## src/sv/mee_pkg.sv

```systemverilog
// ----------------------------------------------------------------------------
// mee_pkg: shared types and constants of the exception entry unit
// Request kinds, register indexes, vector addresses and the state record.
// ----------------------------------------------------------------------------
package mee_pkg;

  // request kinds carried on the input tuser
  localparam logic [2:0] REQ_EXC  = 3'd0;
  localparam logic [2:0] REQ_TLBL = 3'd1;
  localparam logic [2:0] REQ_TLBS = 3'd2;
  localparam logic [2:0] REQ_INT  = 3'd3;
  localparam logic [2:0] REQ_TICK = 3'd4;

  // configuration register indexes
  localparam logic [1:0] CFG_STATUS  = 2'd0;
  localparam logic [1:0] CFG_COMPARE = 2'd1;
  localparam logic [1:0] CFG_PTBASE  = 2'd2;
  localparam logic [1:0] CFG_ASID    = 2'd3;

  // status bit positions
  localparam int ST_IE    = 0;
  localparam int ST_EXL   = 1;
  localparam int ST_ERL   = 2;
  localparam int ST_TIMER = 15;
  localparam int ST_EIE   = 16;
  localparam int ST_BEV   = 22;
  localparam int ST_DEV   = 23;

  localparam logic [31:0] STATUS_RESET = 32'h7040_0004;

  localparam logic [31:0] VEC_NORMAL = 32'h8000_0000;
  localparam logic [31:0] VEC_BOOT   = 32'hBFC0_0200;
  localparam logic [31:0] VEC_RESET  = 32'hBFC0_0000;

  localparam logic [31:0] OFS_TLB    = 32'h0000_0000;
  localparam logic [31:0] OFS_GEN    = 32'h0000_0180;
  localparam logic [31:0] OFS_INT    = 32'h0000_0200;
  localparam logic [31:0] OFS_ERL_A  = 32'h0000_0080;
  localparam logic [31:0] OFS_ERL_B  = 32'h0000_0100;

  localparam logic [23:0] CODE_TLBL  = 24'h00_0008;
  localparam logic [23:0] CODE_TLBS  = 24'h00_000C;
  localparam logic [23:0] CODE_TIMER = 24'h80_8000;
  localparam logic [23:0] EXC_MASK   = 24'h00_007C;
  localparam logic [23:0] ERL_MASK   = 24'h03_8000;
  localparam logic [23:0] ERL_RESET_MAX = 24'h00_8000;
  localparam logic [23:0] ERL_CODE_A = 24'h01_0000;
  localparam logic [23:0] ERL_CODE_B = 24'h01_8000;

  localparam logic [31:0] CTX_KEEP   = 32'hFF80_000F;
  localparam logic [31:0] CTX_VPN    = 32'h007F_FFF0;
  localparam logic [31:0] EHI_VPN    = 32'hFFFF_E000;
  localparam logic [31:0] TIMER_WINDOW = 32'd1000;

  typedef struct packed {
    logic [2:0]  req_type;
    logic [23:0] exc_code;
    logic        in_delay_slot;
    logic [31:0] fault_addr;
    logic [31:0] cur_pc;
    logic [31:0] elapsed_cycles;
  } item_t;

  typedef struct packed {
    logic [31:0] status;
    logic [31:0] compare;
    logic        exl;
    logic [31:0] epc;
    logic [31:0] cause;
    logic [31:0] badvaddr;
    logic [31:0] context_w;
    logic [31:0] entryhi;
    logic [31:0] count;
  } cop0_t;

  typedef struct packed {
    logic        taken;
    logic [31:0] next_pc;
  } redirect_t;

endpackage

```

## src/sv/mee_entry.sv

```systemverilog
// ----------------------------------------------------------------------------
// mee_entry: exception entry decision
// From the current COP0 state and one event, computes the next state and the
// redirect target. Purely combinational.
// ----------------------------------------------------------------------------
module mee_entry
  import mee_pkg::*;
(
  input  cop0_t     st,
  input  item_t     item,
  output cop0_t     st_nxt,
  output redirect_t redir
);

  logic        go;
  logic [23:0] code;
  logic [31:0] base_pc;
  logic [31:0] count_sum;
  logic [31:0] limit;
  logic        tick_hit;
  logic        int_en;
  logic        erl;
  logic [23:0] exc_bits;
  logic [23:0] erl_bits;
  logic        reset_vec;
  logic        normal;
  logic [31:0] offset;
  cop0_t       st_pre;

  assign count_sum = st.count + item.elapsed_cycles;
  assign limit     = st.compare + TIMER_WINDOW;
  assign tick_hit  = st.status[ST_TIMER] && (count_sum >= st.compare) && (count_sum < limit);
  assign int_en    = (|(st.status & {8'h00, item.exc_code})) && st.status[ST_EIE]
                     && st.status[ST_IE] && !st.exl && !st.status[ST_ERL];

  // event decode, TLB side effects and the Count update of timer ticks
  always_comb begin
    st_pre  = st;
    go      = 1'b0;
    code    = item.exc_code;
    base_pc = item.cur_pc;
    case (item.req_type) inside
      REQ_EXC: begin
        go = 1'b1;
      end
      REQ_TLBL, REQ_TLBS: begin
        st_pre.badvaddr  = item.fault_addr;
        st_pre.context_w = (st.context_w & CTX_KEEP) | ((item.fault_addr >> 9) & CTX_VPN);
        st_pre.entryhi   = (item.fault_addr & EHI_VPN) | (st.entryhi & ~EHI_VPN);
        code    = (item.req_type == REQ_TLBL) ? CODE_TLBL : CODE_TLBS;
        base_pc = item.cur_pc - 32'd4;
        go      = 1'b1;
      end
      REQ_INT: begin
        go = int_en;
      end
      REQ_TICK: begin
        st_pre.count = count_sum;
        code         = CODE_TIMER;
        go           = tick_hit;
      end
      default: ;
    endcase
  end

  assign erl       = st.status[ST_ERL];
  assign exc_bits  = code & EXC_MASK;
  assign erl_bits  = code & ERL_MASK;
  assign reset_vec = erl && (erl_bits <= ERL_RESET_MAX);
  assign normal    = erl ? !st.status[ST_DEV] : !st.status[ST_BEV];

  // vector offset
  always_comb begin
    offset = OFS_GEN;
    if (st.exl) begin
      offset = OFS_GEN;
    end else if (!erl) begin
      if (exc_bits == CODE_TLBL || exc_bits == CODE_TLBS) begin
        offset = OFS_TLB;
      end else if (exc_bits == 24'h0) begin
        offset = OFS_INT;
      end else begin
        offset = OFS_GEN;
      end
    end else begin
      if (erl_bits == ERL_CODE_A) begin
        offset = OFS_ERL_A;
      end else if (erl_bits == ERL_CODE_B) begin
        offset = OFS_ERL_B;
      end else begin
        offset = OFS_TLB;
      end
    end
  end

  // register updates of the entry itself
  always_comb begin
    cop0_t s;
    s = st_pre;
    redir.taken   = go;
    redir.next_pc = item.cur_pc;
    if (go) begin
      s.cause = {16'h0000, code[15:0]};
      if (reset_vec) begin
        redir.next_pc = VEC_RESET;
      end else begin
        if (!st.exl) begin
          s.exl            = 1'b1;
          s.status[ST_EXL] = 1'b1;
          s.epc            = item.in_delay_slot ? (base_pc - 32'd4) : base_pc;
          s.cause[31]      = item.in_delay_slot;
        end
        redir.next_pc = (normal ? VEC_NORMAL : VEC_BOOT) + offset;
      end
    end
    st_nxt = s;
  end

endmodule

```

## src/sv/mips_exception_entry_unit_core.sv

```systemverilog
// ----------------------------------------------------------------------------
// mips_exception_entry_unit_core: COP0 exception entry unit
// Takes events (exceptions, TLB misses, interrupt checks, timer ticks),
// updates EPC/Cause/BadVAddr/Context/EntryHi/Count/EXL and reports the vector.
// ----------------------------------------------------------------------------
//  channel | ports                        | payload
//  --------+------------------------------+------------------------------------
//  in      | in_tvalid/in_tready          | tuser: req_type; tdata: event fields
//  out     | out_tvalid/out_tready        | tuser: taken; tdata: pc and COP0 regs
//  cfg     | cfg_valid/cfg_ready          | cfg_index, cfg_data (always ready)
//
//  One event per cycle sustained while the output is not stalled.
//  The event waits in an input register, the entry logic runs from it into the
//  output register, and COP0 state updates on that same edge.
//  A stalled output holds; the input register still takes one more beat.
//  rst_n (synchronous) restores Status to 0x70400004 and clears the other COP0 registers and both valid flags.
// ----------------------------------------------------------------------------
module mips_exception_entry_unit_core
  import mee_pkg::*;
(
  input  logic         clk,
  input  logic         rst_n,
  input  logic         in_tvalid,
  output logic         in_tready,
  input  logic [127:0] in_tdata,   // exc_code[23:0], in_delay_slot[24], fault_addr[56:25],
                                   // cur_pc[88:57], elapsed_cycles[120:89], zero pad
  input  logic [2:0]   in_tuser,   // req_type[2:0]
  output logic         out_tvalid,
  input  logic         out_tready,
  output logic [231:0] out_tdata,  // next_pc[31:0], epc_out[63:32], cause_out[95:64],
                                   // badvaddr_out[127:96], context_out[159:128],
                                   // entryhi_out[191:160], count_out[223:192],
                                   // exl_out[224], zero pad
  output logic [0:0]   out_tuser,  // taken[0]
  input  logic         cfg_valid,
  output logic         cfg_ready,
  input  logic [1:0]   cfg_index,
  input  logic [31:0]  cfg_data
);

  logic      in_valid_r;
  item_t     item_r;
  logic      out_valid_r;
  logic [231:0] out_data_r;
  logic      out_user_r;
  cop0_t     st_r;
  cop0_t     st_nxt;
  redirect_t redir;
  logic      advance;
  logic      in_fire;
  logic      cfg_fire;

  assign advance   = in_valid_r && (!out_valid_r || out_tready);
  assign in_tready = !in_valid_r || advance;
  assign in_fire   = in_tvalid && in_tready;
  assign cfg_ready = 1'b1;
  assign cfg_fire  = cfg_valid && cfg_ready;

  mee_entry u_entry (
    .st     (st_r),
    .item   (item_r),
    .st_nxt (st_nxt),
    .redir  (redir)
  );

  // input register
  always_ff @(posedge clk) begin
    if (!rst_n) begin
      in_valid_r <= 1'b0;
    end else if (in_tready) begin
      in_valid_r <= in_tvalid;
    end
    if (in_fire) begin
      item_r.req_type       <= in_tuser;
      item_r.exc_code       <= in_tdata[23:0];
      item_r.in_delay_slot  <= in_tdata[24];
      item_r.fault_addr     <= in_tdata[56:25];
      item_r.cur_pc         <= in_tdata[88:57];
      item_r.elapsed_cycles <= in_tdata[120:89];
    end
  end

  // output register
  always_ff @(posedge clk) begin
    if (!rst_n) begin
      out_valid_r <= 1'b0;
    end else if (advance) begin
      out_valid_r <= 1'b1;
    end else if (out_tready) begin
      out_valid_r <= 1'b0;
    end
    if (advance) begin
      out_user_r <= redir.taken;
      out_data_r <= {7'b0, st_nxt.exl, st_nxt.count, st_nxt.entryhi, st_nxt.context_w,
                     st_nxt.badvaddr, st_nxt.cause, st_nxt.epc, redir.next_pc};
    end
  end

  // COP0 state: the user must let configuration writes arrive only while idle; the block does not enforce it
  always_ff @(posedge clk) begin
    if (!rst_n) begin
      // Status sits in the top bits of the record
      st_r <= {STATUS_RESET, {($bits(cop0_t) - 32){1'b0}}};
    end else if (cfg_fire) begin
      unique case (cfg_index)
        CFG_STATUS: begin
          st_r.status <= cfg_data;
          st_r.exl    <= cfg_data[ST_EXL];
        end
        CFG_COMPARE: st_r.compare          <= cfg_data;
        CFG_PTBASE:  st_r.context_w[31:23] <= cfg_data[8:0];
        CFG_ASID:    st_r.entryhi[12:0]    <= cfg_data[12:0];
      endcase
    end else if (advance) begin
      st_r <= st_nxt;
    end
  end

  assign out_tvalid = out_valid_r;
  assign out_tdata  = out_data_r;
  assign out_tuser  = out_user_r;

  // EXL only drops through a Status write
  a_exl_sticky: assert property (@(posedge clk) disable iff (!rst_n)
    (st_r.exl && !cfg_fire) |=> st_r.exl)
    else $error("EXL cleared without a status write");

  // an event that does not enter leaves EPC alone
  a_epc_hold: assert property (@(posedge clk) disable iff (!rst_n)
    (advance && !redir.taken && !cfg_fire) |=> (st_r.epc == $past(st_r.epc)))
    else $error("EPC changed without exception entry");

  // input side only stalls when its register is occupied
  a_ready: assert property (@(posedge clk) disable iff (!rst_n)
    !in_tready |-> (in_valid_r && out_valid_r && !out_tready))
    else $error("input stalled without a blocked output");

endmodule

```

## config.mk

```make
export PLATFORM = sky130hd
export DESIGN_NAME = mips_exception_entry_unit_core
export DESIGN_NICKNAME = d
export VERILOG_FILES = /design/src/sv/mee_pkg.sv /design/src/sv/mee_entry.sv /design/src/sv/mips_exception_entry_unit_core.sv
export SDC_FILE = /design/constraint.sdc
export NUM_CORES = 1
export LEC_CHECK = 0
export BUFFER_PORTS_ARGS = -buffer_cell sky130_fd_sc_hd__buf_2
export CELL_PAD_IN_SITES_DETAIL_PLACEMENT = 1
export CELL_PAD_IN_SITES_GLOBAL_PLACEMENT = 1
export CORE_MARGIN = 1.5
export CORE_UTILIZATION = 48
export DETAILED_ROUTE_END_ITERATION = 10
export MAX_ROUTING_LAYER = met4
export PLACE_DENSITY_LB_ADDON = 0.1
export REMOVE_ABC_BUFFERS = 1
export SLEW_MARGIN = 5
export SYNTH_ARGS = -nofsm -noshare
export SYNTH_HDL_FRONTEND = slang
export SYNTH_SLANG_ARGS = --single-unit
```

## constraint.sdc

```tcl
create_clock -name clk -period 23.5 [get_ports clk]
set_input_delay 1.175 -clock clk [delete_from_list [all_inputs] [get_ports clk]]
set_output_delay 1.175 -clock clk [all_outputs]
set_load 0.02 [all_outputs]
```

==> results of run 1 <==
how the worst max path moves through the flow:
| stage | start | end | depth (start not counted) |
|---|---|---|---|
| finish | item_r[1] | st_r[130] | 19 |
| global route | item_r[1] | st_r[130] | 19 |
| floorplan | out_tready | st_r[187] | 6 |
| detailed placement | item_r[1] | st_r[130] | 19 |
| global placement | item_r[1] | st_r[130] | 19 |
| CTS | item_r[1] | st_r[130] | 19 |
cells by family (layout without fill, tap and decap cells):
family	after synthesis	count (layout)	share of synthesized area (%)
flip-flops	593	593	58.09
AND/OR/NAND/NOR	903	903	15.56
adder cells (fa/ha/maj)	98	98	4.664
multiplexers	39	39	1.645
buffers and inverters	218	590	3.398
XOR/XNOR	102	102	3.384
other	2	26	0.02845
AO/OA/AOI/OAI	571	571	13.23
state kept, by name, summed over array words and instances, names as in the netlist:
register,count
out_tvalid,1
in_valid_r,1
out_tdata,221
item_r,124
out_tuser,1
st_r,245
critical path: stages, from the launching register on:
cell and delay (ns):
edfxtp_1 0.41, ha_1 0.33, a211oi_1 0.26, o21bai_1 0.19, o2111ai_1 0.36, a21oi_1 0.23, a31oi_1 0.46, o21ai_0 0.26
o41ai_1 0.89, xor2_1 0.18, xnor2_1 0.35, ha_1 0.31, a2111oi_0 0.50, nor2b_1 0.20, o211ai_1 0.09, buf_4 0.28
and2_2 0.26, inv_1 0.59, nand2_1 0.51, o211a_1 0.37
synthesized netlist by cell type, types with 6 or more instances:
library cell | count | area (um^2)
buf_2 | 9 | 45.04
nor2b_1 | 10 | 62.56
nor3_1 | 38 | 190.2
a31oi_1 | 8 | 50.05
a21oi_1 | 244 | 1221
dfxtp_1 | 247 | 4945
a21o_1 | 86 | 645.6
edfxtp_1 | 346 | 10390
buf_1 | 6 | 22.52
nor4_1 | 14 | 87.58
mux2_2 | 35 | 394.1
buf_4 | 12 | 90.09
and3_1 | 75 | 469.2
xnor2_1 | 72 | 630.6
o21a_1 | 19 | 142.6
clkbuf_1 | 122 | 457.9
or3_1 | 23 | 143.9
ha_1 | 96 | 1201
inv_1 | 66 | 247.7
nand2_1 | 532 | 1997
nor2_1 | 84 | 315.3
o22ai_1 | 7 | 43.79
a211oi_1 | 9 | 67.56
o21ba_2 | 12 | 120.1
nand3_1 | 45 | 225.2
nand4_1 | 24 | 150.1
or4_1 | 6 | 45.04
nand3b_1 | 6 | 45.04
o21ai_0 | 108 | 540.5
o211ai_1 | 11 | 82.58
nand2b_1 | 10 | 62.56
xor2_1 | 30 | 262.8
report_power, final:
part	internal, mW	switching (mW)	total [mW]
logic	0.0772	0.161	0.238
clock network	0.561	0.411	0.972
registers	1.15	0.0254	1.17
stage by stage:
stage	util (%)	power, mW	area [um^2]	setup WS (ns)	cells
6_report	57.06	2.385	30890	16.34	3618
5_1_grt	57.06	2.463	30890	15.58	3618
4_1_cts	57.00	2.402	30850	16.28	3604
3_5_place_dp	53.27	1.434	28840	16.37	3490
3_3_place_gp	53.27	1.423	28840	16.71	3490
2_1_floorplan	-	1.340	25790	3.022	2384
layout make-up:
cell class              count  area [um^2]
repair buffers            410         2112
multi-input cells        1725        10270
well taps                 696        870.8
fillers                  5930        23240
inverters                  66        252.7
clock inverters            24        259.0
clock buffers              90         1757
diodes                     14        35.03
flip-flops and latches    593        15330
metal layers:
| layer | wire length [um] | up-vias |
|---|---|---|
| li1 | - | 9651 |
| met1 | 32330 | 10270 |
| met2 | 40360 | 464 |
| met3 | 3134 | 154 |
| met4 | 2734 | 0 |
| met5 | 0 | - |
==> impl_metrics.toml, run 1 <==
[run_status]
status = "finished, final reports clean"

[cts]
root_buffer = "clkbuf_16"
post_cts.repair.setup_buffers = 0
cts_tree = "built"
cts_inserted_buffers = 60
clk_pin_slew_worst_paths_ns = 0.06
clockBufferDepth = 3
htree_levels = 2
cts_resized = 0
clock_latency_ns = 0.64
hold_buffers = 0
numClockSinks = 593

[route]
vias_per_cell = 5.678
drc = 0
drt_iter0_drc = 1151
vias = 20540
wl_per_cell_um = 21.71
firstDrtPassIters = 4
routed_wl_mm = 78.56
final_antenna_net_count = 0

[yosys]
synth-seq-cells = 593
yosys_warnings = 0
synth_edf_count = 346
async_flop_share_pct = 0
synth_cell_types = 81
ys_seq_area_share_pct = 58.09
synth_area_um2 = 26400
synth.avg_cell_area_um2 = 10.45
synthCells = 2526
yosys_most_used_dff = "edfxtp_1"

[final_layout]
drive_above_1_share_pct = 19.81
area_growth_pct = 17.01
nets = 3123
final_cell_mix = "531 x nand2_1, 386 x buf_2, 346 x edfxtp_1, 247 x dfxtp_1, 243 x a21oi_1"
final_common_cell = "nand2_1"

[setup_path]
critPathCaptureType = "flip-flop"
critPathRequiredTime_ns = 24.02
cp_max_fo = 32
worstSetupPathType = "flip-flop to flip-flop"
r2r_cells = 19
rr_startpoint = "item_r[1]"
r2r_slack_ns = 16.34
arrival_ns = 7.67
timing.rr.end = "st_r[130]"
cp-start-kind = "flip-flop"

[floorplanning]
core-area_um2 = 54130
fp.dieW_um = 237.5
die-area_um2 = 56410
rows = 85
ios = 406
dieHeight_um = 237.5
start_util_pct = 48.77

[sta]
period_minus_slack_ns = 7.158
finalSetupViolations = 0
fmax_mhz = 139.7
finalClockSkew_ns = 0.02519
tightestPinTransition_ns = 1.175
rsz0062_at_grt = "no"
totalNegativeSetupSlack_ns = 0
hold_slack_ns = 0.4327
hold_violations = 0
maxSlewViolCount = 0
fin_crit_sh_pct = 30.46
slew_headroom_pct = 21.66

[global_routing]
grtUsageMet3_pct = 3.763
grt_max_degree = 92
grt_pass1_vias = 21650
grt_busiest_layer = "met2"
grt_pass1_wl_mm = 120.3
grt_antenna_before_repair = 14
use_met2_pct = 49.47
grt.total_usage_pct = 28.19
use_met1_pct = 33.07
grt_overflow = 0

[place]
port_buffers = 386
place_hpwl_mm = 53.49
gp_congestion = 0.8889

[pwr]
vdd_drop_max_v = 0.00005933
p_per_area_nw_per_um2 = 77.21
leakagePower_nw = 12.34

[min_path]
hold_depth = 0
hp-start = "st_r[40]"
hold_end = "out_tdata[168]"
hold_class = "flip-flop to flip-flop"

[job]
drv_cap = 0
Note: power is estimated with default switching activity, not from simulation.
==> run 2, diff against run 1 <==
--- a/config.mk
+++ b/config.mk
@@ -9,7 +9,7 @@
 export CELL_PAD_IN_SITES_DETAIL_PLACEMENT = 1
 export CELL_PAD_IN_SITES_GLOBAL_PLACEMENT = 1
 export CORE_MARGIN = 1.5
-export CORE_UTILIZATION = 48
+export CORE_UTILIZATION = 45
 export DETAILED_ROUTE_END_ITERATION = 10
 export MAX_ROUTING_LAYER = met4
 export PLACE_DENSITY_LB_ADDON = 0.1
==> constraint.sdc (replaced) <==
create_clock -name clk -period 7.2 [get_ports clk]
set_input_delay 0.36 -clock clk [delete_from_list [all_inputs] [get_ports clk]]
set_output_delay 0.36 -clock clk [all_outputs]
set_load 0.02 [all_outputs]
==> impl_metrics.toml, run 2 (synthesis results as in run 1) <==
[global_routing]
grt_pass1_vias = 22520
grt.total_usage_pct = 27.79
grt_max_degree = 138
grt_antenna_before_repair = 2
grt_overflow = 0
grt_pass1_wl_mm = 126.6

[pwr]
vdd_drop_max_v = 0.0001719
leakagePower_nw = 12.98
p_per_area_nw_per_um2 = 248.8
power_mw = 8.071

[cts]
clk_pin_slew_worst_paths_ns = 0.06
cts_inserted_buffers = 66
htree_levels = 3
post_cts.repair.setup_buffers = 0
root_buffer = "clkbuf_16"
clock_latency_ns = 0.61
clockBufferDepth = 3
cts_tree = "built"
numClockSinks = 593

[sta]
finalClockSkew_ns = 0.01988
rsz0062_at_grt = "no"
slew_headroom_pct = 22.99
period_minus_slack_ns = 6.257
setup_slack_ns = 0.9428
fin_crit_sh_pct = 86.91
finalSetupViolations = 0
tightestPinTransition_ns = 1.154
hold_violations = 0
fmax_mhz = 159.8
totalNegativeSetupSlack_ns = 0
maxSlewViolCount = 0

[route]
drc = 0
wl_per_cell_um = 21.38
routed_wl_mm = 81.66
firstDrtPassIters = 5
vias_per_cell = 5.498
drt_iter0_drc = 1020
final_antenna_net_count = 0
vias = 21000

[floorplanning]
ios = 406
core-area_um2 = 57810
die-area_um2 = 60130
rows = 88
fp.dieW_um = 245.2
dieHeight_um = 245.2
start_util_pct = 45.67

[setup_path]
critPathCaptureType = "flip-flop"
max_stage_delay_ns = 0.51
cp_slowest_cell = "o221ai_1"
arrival_ns = 6.74
cp-start-kind = "flip-flop"
path_cells = "ha_1 -> inv_1 -> fa_1 -> nor2b_1 -> o2111ai_1 -> a31oi_1 -> o311ai_0 -> buf_4 -> o221ai_1 -> a21oi_1 -> o21ai_0 -> xnor2_1 -> inv_1 -> ha_1 -> a21o_1 -> a2111oi_0 -> nor2b_1 -> o211ai_1 -> and2_2 -> inv_1 -> nand2_1 -> and3_1"
crit_path_frequent_cell = "inv_1"
cp_max_fo = 16
worstSetupPathType = "flip-flop to flip-flop"
critPathRequiredTime_ns = 7.68

[final_layout]
area_growth_pct = 22.91
num-fill-cells = 6321
regArea_um2 = 15330
final_cell_mix = "531 x nand2_1, 386 x buf_2, 346 x edfxtp_1, 247 x dfxtp_1, 243 x a21oi_1"
final_common_cell = "nand2_1"
drive_above_1_share_pct = 19.31
largest_reg_flops = 245
nets = 3264
multi_input_area_um2 = 10270
largest_register = "st_r"

[place]
gp_congestion = 0.8715
dpl_worst_slack_ns = 0.9693
port_buffers = 386
place_hpwl_mm = 54.39

[min_path]
hold_class = "input port to flip-flop"

[job]
drv_cap = 0

[run_status]
status = "finished, final reports clean"
[run 2: cell types whose count changed in the layout (fill, tap and decap cells not counted), moves of 4 or more]
cell / delta
clkbuf_8: -5
diode_2: -10
dlygate4sd3_1: +130
clkbuf_16: +6
inv_6: +4
buf_4: +4
[run 2: worst max-delay path: cells and delay by family, from the launching register on]
family,cells,cell delay [ns]
fa+ha+maj,3,0.95
buf+inv,4,0.75
xor+xnor,1,0.19
compound gates,9,2.36
simple gates,5,1.52
flops,1,0.35
[run 2: through the flow]
step | cells | utilization (%) | hold slack, ns | area [um^2]
after global routing | 3818 | 56.12 | 0.02574 | 32440
final | 3820 | 56.13 | 0.03264 | 32450
after detailed placement | 3564 | 50.13 | 0.4178 | 28980
after global placement | 3564 | 50.13 | 0.4140 | 28980
after CTS | 3816 | 56.11 | 0.002707 | 32440
after floorplan | 2384 | - | 0.4081 | 25790
[run 2: layout make-up]
cell class	instances	area share, %
Multi-Input combinational cell	1725	31.65
Timing Repair Buffer	545	10.67
Inverter	66	0.7789
Clock buffer	91	5.665
Sequential cell	593	47.26
Tap cell	765	2.950
Antenna cell	4	0.03085
Clock inverter	31	0.9949
[run 2: layer usage]
layer / vias up / share of wire, % / GRT usage (%)
met4: 0 / 2.9 / 8.932
met1: 10490 / 41 / 32.79
met3: 128 / 4.1 / 3.641
li1: 9913 / - / -
met5: - / 0 / -
met2: 473 / 52 / 48.94
[run 2: power breakdown]
| group | leakage, nW | switching, mW | internal, mW |
|---|---|---|---|
| logic | 6.64 | 0.543 | 0.300 |
| clock network | 1.06 | 1.41 | 1.98 |
| registers | 5.29 | 0.0848 | 3.75 |
| total | 13.0 | 2.03 | 6.04 |
[run 2: worst paths after layout]
| check | start | to | slack (ns) | depth (start not counted) |
|---|---|---|---|---|
| max | st_r[0] | st_r[148] | 0.94 | 22 |
| max reg2reg | st_r[0] | st_r[148] | 0.94 | 22 |
| min reg2reg | st_r[88] | out_tdata[152] | 0.43 | 0 |
| min | cfg_data[11] | st_r[204] | 0.03 | 3 |
[run 2: what timing repair did]
action,CTS,global route
hold endpoints to repair,132,0
setup endpoints to repair,0,0
gates resized for setup,0,0
hold buffers,130,0
